`src/rtl/gbt_pkg.sv`:
```
`timescale 1ns / 1ps
// ----------------------------------------------------------------------------
// gbt_pkg: shared types and constants for the graph traversal block
// Vertex and count widths, operation and status codes.
// ----------------------------------------------------------------------------
package gbt_pkg;

  localparam int unsigned MaxVertices = 16;
  localparam int unsigned VtxW        = $clog2(MaxVertices);
  localparam int unsigned CntW        = $clog2(MaxVertices + 1);
  localparam int unsigned AddrW       = 2 * VtxW;

  typedef logic [VtxW-1:0] vtx_t;
  typedef logic [CntW-1:0] cnt_t;

  typedef enum logic [1:0] {
    OpAdd = 2'd0,
    OpBfs = 2'd1,
    OpDfs = 2'd2,
    OpBad = 2'd3
  } op_e;

  typedef enum logic [1:0] {
    StAdded   = 2'd0,
    StPresent = 2'd1,
    StReject  = 2'd2,
    StVisit   = 2'd3
  } status_e;

endpackage

```
`src/rtl/gbt_nbr_ram.sv`:
```
`timescale 1ns / 1ps
// ----------------------------------------------------------------------------
// gbt_nbr_ram: neighbor list store
// One write port, one read port with registered read data.
// ----------------------------------------------------------------------------
module gbt_nbr_ram (
  input  logic                      clk_i,
  input  logic                      we_i,
  input  logic [gbt_pkg::AddrW-1:0] waddr_i,
  input  gbt_pkg::vtx_t             wdata_i,
  input  logic [gbt_pkg::AddrW-1:0] raddr_i,
  output gbt_pkg::vtx_t             rdata_o
);
  import gbt_pkg::*;

  vtx_t mem_q [MaxVertices*MaxVertices];
  vtx_t rdata_q;

  always_ff @(posedge clk_i) begin
    if (we_i) begin
      mem_q[waddr_i] <= wdata_i;
    end
    rdata_q <= mem_q[raddr_i];
  end

  assign rdata_o = rdata_q;

endmodule

```
`src/rtl/graph_bfs_dfs_traversal.sv`:
```
`timescale 1ns / 1ps
// ----------------------------------------------------------------------------
// graph_bfs_dfs_traversal: directed graph store with BFS and DFS walks
// Add-edge with duplicate check; walks emit visited vertices in order.
//
// channel | direction | signals
// in      | input     | in_valid_i, in_stall_o, operation_i, src_i, dst_i
// out     | output    | out_valid_o, out_stall_i, status_o, vertex_o, is_last_o
// cfg     | input     | cfg_we_i, cfg_wdata_i
//
// One word is processed at a time; in_stall_o is high until its last
// result has been taken. Every neighbor-store read is issued, then its
// data is registered before use. A walk collects its visits first, then
// streams them out. Reset clears neighbor counts, marks and control and
// sets the vertex count to 16; the neighbor store is not cleared.
// ----------------------------------------------------------------------------
module graph_bfs_dfs_traversal (
  input  logic                   clk_i,
  input  logic                   rst_ni,
  input  logic                   cfg_we_i,
  input  logic [4:0]             cfg_wdata_i,
  input  logic                   in_valid_i,
  output logic                   in_stall_o,
  input  logic [1:0]             operation_i,
  input  gbt_pkg::vtx_t          src_i,
  input  gbt_pkg::vtx_t          dst_i,
  output logic                   out_valid_o,
  input  logic                   out_stall_i,
  output logic [1:0]             status_o,
  output gbt_pkg::vtx_t          vertex_o,
  output logic                   is_last_o
);
  import gbt_pkg::*;

  typedef enum logic [3:0] {
    SIdle, SStart, SSingle, SAddChk, SAddCmp, SBfsPop, SBfsChk, SBfsNb,
    SDfsTop, SDfsNb, SOut
  } state_e;

  state_e                 state_q;
  logic [4:0]             vcnt_q;
  op_e                    op_q;
  vtx_t                   a_q, b_q;
  cnt_t                   ncount_q [MaxVertices];
  logic [MaxVertices-1:0] visited_q;
  vtx_t                   queue_q [MaxVertices];
  vtx_t                   stk_v_q [MaxVertices];
  cnt_t                   stk_i_q [MaxVertices];
  vtx_t                   res_q [MaxVertices];
  cnt_t                   head_q, tail_q, top_q, idx_q, rcnt_q, optr_q;
  vtx_t                   cur_q;
  logic                   ov_q, last_q;
  status_e                status_q;
  vtx_t                   vertex_q;

  logic                   ram_we;
  logic [AddrW-1:0]       ram_waddr, ram_raddr;
  vtx_t                   ram_rdata;

  cnt_t          act;
  logic          act_ok_a, act_ok_b;
  cnt_t          top_m1;
  vtx_t          top_v;
  cnt_t          top_i;

  always_comb begin
    act = (vcnt_q > cnt_t'(MaxVertices)) ? cnt_t'(MaxVertices) : vcnt_q;
    act_ok_a = cnt_t'(a_q) < act;
    act_ok_b = cnt_t'(b_q) < act;
    top_m1 = top_q - cnt_t'(1);
    top_v = stk_v_q[top_m1[VtxW-1:0]];
    top_i = stk_i_q[top_m1[VtxW-1:0]];
  end

  assign ram_we    = (state_q == SAddChk) && (idx_q >= ncount_q[a_q])
                     && (idx_q < cnt_t'(MaxVertices));
  assign ram_waddr = {a_q, idx_q[VtxW-1:0]};
  // DFS reads the next neighbor of the stack top straight away
  assign ram_raddr = (state_q == SDfsTop) ? {top_v, top_i[VtxW-1:0]}
                                          : {cur_q, idx_q[VtxW-1:0]};

  gbt_nbr_ram u_ram (
    .clk_i   (clk_i),
    .we_i    (ram_we),
    .waddr_i (ram_waddr),
    .wdata_i (b_q),
    .raddr_i (ram_raddr),
    .rdata_o (ram_rdata)
  );

  always_ff @(posedge clk_i or negedge rst_ni) begin
    if (!rst_ni) begin
      state_q   <= SIdle;
      vcnt_q    <= 5'd16;
      op_q      <= OpAdd;
      a_q       <= '0;
      b_q       <= '0;
      cur_q     <= '0;
      visited_q <= '0;
      head_q <= '0; tail_q <= '0; top_q <= '0; idx_q <= '0;
      rcnt_q <= '0; optr_q <= '0;
      ov_q <= 1'b0; last_q <= 1'b0; status_q <= StAdded; vertex_q <= '0;
      for (int i = 0; i < MaxVertices; i++) begin
        ncount_q[i] <= '0;
        queue_q[i]  <= '0;
        stk_v_q[i]  <= '0;
        stk_i_q[i]  <= '0;
        res_q[i]    <= '0;
      end
    end else begin
      if (cfg_we_i) vcnt_q <= cfg_wdata_i;
      case (state_q)
        SIdle: begin
          if (in_valid_i) begin
            op_q    <= op_e'(operation_i);
            a_q     <= src_i;
            b_q     <= dst_i;
            state_q <= SStart;
          end
        end
        SStart: begin
          case (op_q)
            OpAdd: begin
              if (act_ok_a && act_ok_b) begin
                cur_q <= a_q; idx_q <= '0; state_q <= SAddChk;
              end else begin
                ov_q <= 1'b1; status_q <= StReject; vertex_q <= '0; last_q <= 1'b1;
                state_q <= SSingle;
              end
            end
            OpBfs: begin
              if (act != '0) begin
                visited_q <= MaxVertices'(1);
                queue_q[0] <= '0;
                head_q <= '0; tail_q <= cnt_t'(1); rcnt_q <= '0;
                state_q <= SBfsPop;
              end else begin
                ov_q <= 1'b1; status_q <= StReject; vertex_q <= '0; last_q <= 1'b1;
                state_q <= SSingle;
              end
            end
            OpDfs: begin
              if (act_ok_a) begin
                visited_q <= MaxVertices'(1) << a_q;
                stk_v_q[0] <= a_q; stk_i_q[0] <= '0;
                top_q <= cnt_t'(1);
                res_q[0] <= a_q; rcnt_q <= cnt_t'(1);
                state_q <= SDfsTop;
              end else begin
                ov_q <= 1'b1; status_q <= StReject; vertex_q <= '0; last_q <= 1'b1;
                state_q <= SSingle;
              end
            end
            default: begin
              ov_q <= 1'b1; status_q <= StReject; vertex_q <= '0; last_q <= 1'b1;
              state_q <= SSingle;
            end
          endcase
        end
        SSingle: begin
          if (!out_stall_i) begin
            ov_q <= 1'b0; state_q <= SIdle;
          end
        end
        SAddChk: begin
          if (idx_q >= ncount_q[a_q]) begin
            ov_q <= 1'b1; vertex_q <= '0; last_q <= 1'b1; state_q <= SSingle;
            if (idx_q < cnt_t'(MaxVertices)) begin
              status_q <= StAdded;
              ncount_q[a_q] <= idx_q + cnt_t'(1);
            end else begin
              // full list counts as already present
              status_q <= StPresent;
            end
          end else begin
            state_q <= SAddCmp;
          end
        end
        SAddCmp: begin
          if (ram_rdata == b_q) begin
            ov_q <= 1'b1; status_q <= StPresent; vertex_q <= '0; last_q <= 1'b1;
            state_q <= SSingle;
          end else begin
            idx_q <= idx_q + cnt_t'(1); state_q <= SAddChk;
          end
        end
        SBfsPop: begin
          if (head_q < tail_q) begin
            cur_q <= queue_q[head_q[VtxW-1:0]];
            res_q[rcnt_q[VtxW-1:0]] <= queue_q[head_q[VtxW-1:0]];
            rcnt_q <= rcnt_q + cnt_t'(1);
            head_q <= head_q + cnt_t'(1);
            idx_q <= '0;
            state_q <= SBfsChk;
          end else begin
            optr_q <= '0; state_q <= SOut;
          end
        end
        SBfsChk: begin
          if (idx_q < ncount_q[cur_q]) state_q <= SBfsNb;
          else state_q <= SBfsPop;
        end
        SBfsNb: begin
          if (!visited_q[ram_rdata] && tail_q < cnt_t'(MaxVertices)) begin
            visited_q[ram_rdata] <= 1'b1;
            queue_q[tail_q[VtxW-1:0]] <= ram_rdata;
            tail_q <= tail_q + cnt_t'(1);
          end
          idx_q <= idx_q + cnt_t'(1);
          state_q <= SBfsChk;
        end
        SDfsTop: begin
          if (top_q == '0) begin
            optr_q <= '0; state_q <= SOut;
          end else if (top_i < ncount_q[top_v]) begin
            stk_i_q[top_m1[VtxW-1:0]] <= top_i + cnt_t'(1);
            state_q <= SDfsNb;
          end else begin
            top_q <= top_m1;
          end
        end
        SDfsNb: begin
          if (!visited_q[ram_rdata] && top_q < cnt_t'(MaxVertices)) begin
            visited_q[ram_rdata] <= 1'b1;
            res_q[rcnt_q[VtxW-1:0]] <= ram_rdata;
            rcnt_q <= rcnt_q + cnt_t'(1);
            stk_v_q[top_q[VtxW-1:0]] <= ram_rdata;
            stk_i_q[top_q[VtxW-1:0]] <= '0;
            top_q <= top_q + cnt_t'(1);
          end
          state_q <= SDfsTop;
        end
        SOut: begin
          if (!ov_q || !out_stall_i) begin
            if (optr_q < rcnt_q) begin
              ov_q <= 1'b1;
              status_q <= StVisit;
              vertex_q <= res_q[optr_q[VtxW-1:0]];
              last_q <= (optr_q + cnt_t'(1)) == rcnt_q;
              optr_q <= optr_q + cnt_t'(1);
            end else begin
              ov_q <= 1'b0; state_q <= SIdle;
            end
          end
        end
        default: state_q <= SIdle;
      endcase
    end
  end

  assign in_stall_o  = (state_q != SIdle);
  assign out_valid_o = ov_q;
  assign status_o    = status_q;
  assign vertex_o    = vertex_q;
  assign is_last_o   = last_q;

endmodule
```
`config.mk`:
```
export PLATFORM = sky130hd
export DESIGN_NAME = graph_bfs_dfs_traversal
export DESIGN_NICKNAME = d
export VERILOG_FILES = /design/src/rtl/gbt_pkg.sv /design/src/rtl/gbt_nbr_ram.sv /design/src/rtl/graph_bfs_dfs_traversal.sv
export SDC_FILE = /design/constraint.sdc
export NUM_CORES = 2
export LEC_CHECK = 0
export ABC_AREA = 1
export BUFFER_PORTS_ARGS = -buffer_cell sky130_fd_sc_hd__buf_2
export CAP_MARGIN = 20
export CORE_UTILIZATION = 34
export CTS_CLUSTER_SIZE = 28
export DETAILED_ROUTE_END_ITERATION = 8
export PLACE_DENSITY = 0.51
export SYNTH_ARGS = -nofsm -noshare
export SYNTH_HDL_FRONTEND = slang
export SYNTH_SLANG_ARGS = --single-unit
export TNS_END_PERCENT = 100
```
`constraint.sdc`:
```
create_clock -name clk_i -period 5.8 [get_ports clk_i]
set_input_delay 0.29 -clock clk_i [delete_from_list [all_inputs] [get_ports clk_i]]
set_output_delay 0.29 -clock clk_i [all_outputs]
set_load 0.02 [all_outputs]
```
==> results_tabular.tex <==
\begin{tabular}{lr}
\hline
Metric & Value \\
\hline
\multicolumn{2}{l}{\textbf{Place}} \\
\quad Port-buffer cells & 28 \\
\quad Final Wtd Congestion & between 0.9 and 1 \\
\quad Dpl hpwl & 140 mm \\
\quad Place WS & approximately 0.17 ns \\
\multicolumn{2}{l}{\textbf{Global route}} \\
\quad Overall global routing resource usage & about a fifth \\
\quad Via count of the first global-routing pass & 53300 \\
\quad Initial antenna violation count & 4 \\
\quad Global-route wire length before repair & 339 mm \\
\quad Total overflow reported by the global router & 0 \\
\quad Largest net degree at the start of global routing & around 170 \\
\multicolumn{2}{l}{\textbf{Pwr}} \\
\quad Static Leakage & about 32 nW \\
\quad Switching share of total power & 40.2\% \\
\quad Final Total Pwr & between 0.03 and 0.04 W \\
\quad Combinational share of power & 34.3\% \\
\quad Share of total power in the clock network & 29.1\% \\
\quad Peak supply drop & 0.000537 V \\
\quad Power per cell area & 464 nW/µm² \\
\quad Internal power contribution & 0.0219 W \\
\quad Switching Power & 0.0147 W \\
\quad Relative contribution of sequential cells to total power & between 30\% and 40\% \\
\multicolumn{2}{l}{\textbf{Timing}} \\
\quad Unrepaired setup endpoints after global routing & false \\
\quad Sum of negative setup slack & 0 ns \\
\quad Min Clock Period, post-route & 5.42 ns \\
\quad Setup ws final & $\sim$0.38 ns \\
\quad Pin slew with the least headroom to its limit & 1.07 ns \\
\quad Worst relative slew slack & 27.9\% \\
\quad Count of final max-slew check failures & 0 \\
\quad Setup Viol. Count Final & 0 \\
\quad Tcrit/Tclk final & 93.4\% \\
\quad Final Hold Vio Count & 0 \\
\quad Clock tree skew after final layout & between 0.08 and 0.09 ns \\
\quad Maximum clock rate & 185 MHz \\
\multicolumn{2}{l}{\textbf{Worst setup path}} \\
\quad Reg2Reg Launch Point & a\_q[1] \\
\quad Cells along the critical path & inv\_1 > nor2\_1 > inv\_1 > o22ai\_1 > o21ai\_0 > nand2\_1 > a221oi\_1 > ha\_1 > o21a\_1 > o21a\_1 > o21a\_1 > o21ai\_0 > nand2\_1 > nand2\_1 > nor2\_1 > inv\_2 > nor3\_2 > clkinv\_1 > nor2\_1 > buf\_4 > o21bai\_1 \\
\quad Cell class contributing the biggest share of worst-path delay & simple AND/OR/NAND/NOR gates \\
\quad Category of the worst setup path capture point & register \\
\quad Largest stage delay on the critical path & $\sim$0.65 ns \\
\quad Slowest cell on the critical path & sky130\_fd\_sc\_hd\_\_clkinv\_1 \\
\quad Critical setup path kind & register to register \\
\quad Critical Path Fanout Max & 17 \\
\quad Arrival time worst endpoint & 6.18 ns \\
\quad Setup slack of the most critical reg-to-reg path & between 0.3 and 0.4 ns \\
\quad Buffers \& Inverters on Critical Path & 5 \\
\quad Required time of the critical path & 6.56 ns \\
\quad Source of the critical timing path & a\_q[1] \\
\quad Crit path launch type & register \\
\multicolumn{2}{l}{\textbf{Finish}} \\
\quad Layout overhead on the synthesized area & 12.9\% \\
\quad Total area of multi-input combinational cells & 22900 µm² \\
\quad Fin nets & 7667 \\
\quad Number of inserted filler cells in the final layout & 20500 \\
\quad Register area & slightly above 40000 µm² \\
\quad Fraction of layout cells with a size suffix above 1 & 6.99\% \\
\multicolumn{2}{l}{\textbf{Min path}} \\
\quad Startpoint of the tightest hold check path & dst\_i[0] \\
\quad Worst min-delay path category & input port to register \\
\multicolumn{2}{l}{\textbf{Routing}} \\
\quad Met3 Routed Length & 14.0 mm \\
\quad Initial drt markers & 5087 \\
\quad Wire length on met2 & 103 mm \\
\quad Routed Wire Length & 225 mm \\
\quad DRC violations left & 0 \\
\quad ANT nets after route & 0 \\
\quad Top layer used by detailed routing & met5 \\
\quad Number of vias in the routed layout & 54300 \\
\quad Drt via density & 5.21 \\
\quad Drt pass-1 iters & 6 \\
\quad Average routed wire per standard cell & between 20 and 25 µm \\
\quad Metal1 wirelength & 102 mm \\
\multicolumn{2}{l}{\textbf{Synth}} \\
\quad Sequential fraction of the synthesis area & around three fifths \\
\quad Synth Warn \# & 0 \\
\quad EDFF count, synth & 1024 \\
\quad Synthesized net count & 7720 \\
\quad Share of synthesized registers carrying an async set or reset & between 20\% and 30\% \\
\quad Post-Syn Instances & 7650 \\
\quad Post-synth cell types & 56 \\
\quad Flip-flop and latch count after synthesis & 1457 \\
\quad Cell area after technology mapping & 70000 µm² \\
\quad Most instantiated flip-flop cell in the synthesis netlist & sky130\_fd\_sc\_hd\_\_edfxtp\_1 \\
\quad Post-Synthesis Mean Instance Area & 9.15 µm² \\
\multicolumn{2}{l}{\textbf{Floorplanning}} \\
\quad Core outline area & 205000 µm² \\
\quad \# rows & 166 \\
\quad Die width & 456 µm \\
\quad Die area & 208000 µm² \\
\quad DIE HEIGHT & 456 µm \\
\quad Starting density of the core & about a third \\
\quad Num ports & 29 \\
\multicolumn{2}{l}{\textbf{Clock network}} \\
\quad Clock root buffer & sky130\_fd\_sc\_hd\_\_clkbuf\_16 \\
\quad CTS clk-pin slew, worst paths & $\sim$0.06 ns \\
\quad Number of sinks driven by the clock tree & approximately 1500 \\
\quad Deepest clock path buffer count & 3 \\
\quad Cts bufs inserted & 166 \\
\quad Number of H-tree branching levels & 4 \\
\quad Worst-skew pair later-pin latency & 0.85 ns \\
\quad Clock tree from TritonCTS & yes \\
\multicolumn{2}{l}{\textbf{Job}} \\
\quad Max cap viols & 0 \\
\multicolumn{2}{l}{\textbf{Status}} \\
\quad Run status & completed \\
\hline
\end{tabular}
worst register-to-register path: stages (launching register included):
cell	delay, ns
sky130_fd_sc_hd__dfrtp_1	0.47
sky130_fd_sc_hd__inv_1	0.10
sky130_fd_sc_hd__nor2_1	0.52
sky130_fd_sc_hd__inv_1	0.51
sky130_fd_sc_hd__o22ai_1	0.25
sky130_fd_sc_hd__o21ai_0	0.13
sky130_fd_sc_hd__nand2_1	0.10
sky130_fd_sc_hd__a221oi_1	0.09
sky130_fd_sc_hd__ha_1	0.33
sky130_fd_sc_hd__o21a_1	0.11
sky130_fd_sc_hd__o21a_1	0.11
sky130_fd_sc_hd__o21a_1	0.10
sky130_fd_sc_hd__o21ai_0	0.09
sky130_fd_sc_hd__nand2_1	0.07
sky130_fd_sc_hd__nand2_1	0.07
sky130_fd_sc_hd__nor2_1	0.19
sky130_fd_sc_hd__inv_2	0.20
sky130_fd_sc_hd__nor3_2	0.25
sky130_fd_sc_hd__clkinv_1	0.65
sky130_fd_sc_hd__nor2_1	0.63
sky130_fd_sc_hd__buf_4	0.26
sky130_fd_sc_hd__o21bai_1	0.12
cells in the mapped netlist (21+ instances only):
| cell | number | share of area [%] |
|---|---|---|
| sky130_fd_sc_hd__o21ai_0 | 554 | 4.0 |
| sky130_fd_sc_hd__o31ai_1 | 21 | 0.23 |
| sky130_fd_sc_hd__ha_1 | 50 | 0.89 |
| sky130_fd_sc_hd__a21oi_1 | 167 | 1.2 |
| sky130_fd_sc_hd__edfxtp_1 | 1024 | 44 |
| sky130_fd_sc_hd__inv_1 | 946 | 5.1 |
| sky130_fd_sc_hd__dfrtp_1 | 428 | 15 |
| sky130_fd_sc_hd__o211ai_1 | 49 | 0.53 |
| sky130_fd_sc_hd__nand4_1 | 101 | 0.90 |
| sky130_fd_sc_hd__nand3b_1 | 84 | 0.90 |
| sky130_fd_sc_hd__o221ai_1 | 27 | 0.34 |
| sky130_fd_sc_hd__o21ai_1 | 23 | 0.16 |
| sky130_fd_sc_hd__nand2_1 | 1856 | 10 |
| sky130_fd_sc_hd__nor2_1 | 509 | 2.7 |
| sky130_fd_sc_hd__nand3_1 | 1102 | 7.9 |
| sky130_fd_sc_hd__clkbuf_1 | 196 | 1.1 |
| sky130_fd_sc_hd__buf_2 | 186 | 1.3 |
| sky130_fd_sc_hd__o32ai_1 | 31 | 0.39 |
| sky130_fd_sc_hd__o22ai_1 | 45 | 0.40 |
through the flow:
| stage | instance area, µm² | util (%) | hold slack (ns) | cells |
|---|---|---|---|---|
| after floorplan | 70000 | - | -0.00559 | 7650 |
| after global placement | 73000 | 35.7 | 0.278 | 10100 |
| after detailed placement | 73100 | 35.7 | 0.275 | 10100 |
| after CTS | 78900 | 38.6 | 0.177 | 10400 |
| after global routing | 79000 | 38.6 | 0.222 | 10400 |
| final | 79000 | 38.6 | 0.254 | 10400 |
sequential cells by signal, summed over array words and instances, names as in the netlist, 5 cells and up:
| name | flops |
|---|---|
| u_ram.mem_q | 1024 |
| ncount_q | 80 |
| stk_i_q | 80 |
| queue_q | 64 |
| res_q | 64 |
| stk_v_q | 64 |
| visited_q | 16 |
| head_q | 5 |
| idx_q | 5 |
| optr_q | 5 |
| rcnt_q | 5 |
| tail_q | 5 |
| top_q | 5 |
| vcnt_q | 5 |
area by class of cell:
type                    count  area share [%]
repair buffers            209            2.46
well taps                2688            4.26
multi-input cells        4793            28.9
flip-flops and latches   1457            52.6
diodes                      2         0.00634
inverters                 970            4.62
clock inverters           104            1.38
clock buffers             203            5.69
cells by family (layout without fill, tap and decap cells):
logic type	after synthesis	after routing	share of synthesized area, %
flops	1457	1457	59.4
xor+xnor	15	15	0.188
buf+inv	1400	1486	8.13
mux	9	9	0.145
fa+ha+maj	50	50	0.894
simple gates	3719	3719	23.1
other cells	0	2	0
compound gates	1000	1000	8.17
power by group through the flow:
stage | sequential, W | clock [W] | combinational [W]
global route | 0.0135 | 0.0113 | 0.0137
global placement | 0.0137 | 0 | 0.0124
floorplan | 0.0139 | 0 | 0.00746
CTS | 0.0134 | 0.0109 | 0.0125
finish | 0.0134 | 0.0107 | 0.0126
detailed placement | 0.0137 | 0 | 0.0124
placed cells by master (no fill, tap or decap), types with 84 or more instances in the layout:
cell type,n
sky130_fd_sc_hd__dfrtp_1,423
sky130_fd_sc_hd__a21oi_1,165
sky130_fd_sc_hd__nand2_1,1853
sky130_fd_sc_hd__nand3b_1,84
sky130_fd_sc_hd__edfxtp_1,1024
sky130_fd_sc_hd__o21ai_0,554
sky130_fd_sc_hd__nand3_1,1094
sky130_fd_sc_hd__clkbuf_16,168
sky130_fd_sc_hd__inv_1,944
sky130_fd_sc_hd__buf_4,125
sky130_fd_sc_hd__nor2_1,507
sky130_fd_sc_hd__nand4_1,101
final timing paths:
| check | cells after the start | to |
|---|---|---|
| worst min register to register | 2 | stk_i_q[5] |
| min in group asynchronous | 3 | vcnt_q[4] |
| worst max-delay path | 21 | ncount_q[29] |
| worst max register to register | 21 | ncount_q[29] |
| max in group asynchronous | 4 | stk_i_q[53] |
| worst min-delay path | 3 | b_q[0] |
metal layers:
| metal | GRT usage, % | vias up |
|---|---|---|
| met2 | 33.9 | 1741 |
| met1 | 29.8 | 26700 |
| met5 | 0 | - |
| li1 | - | 25600 |
| met4 | 6.62 | 2 |
| met3 | 3.21 | 321 |
what timing repair did:
action	CTS	global route
endpoints found under the hold margin	79	0
buffers inserted	0	2
gates resized for setup	0	1
endpoints found under the setup margin	0	69
hold buffers	29	0
Power figures use the tool's default switching activity.
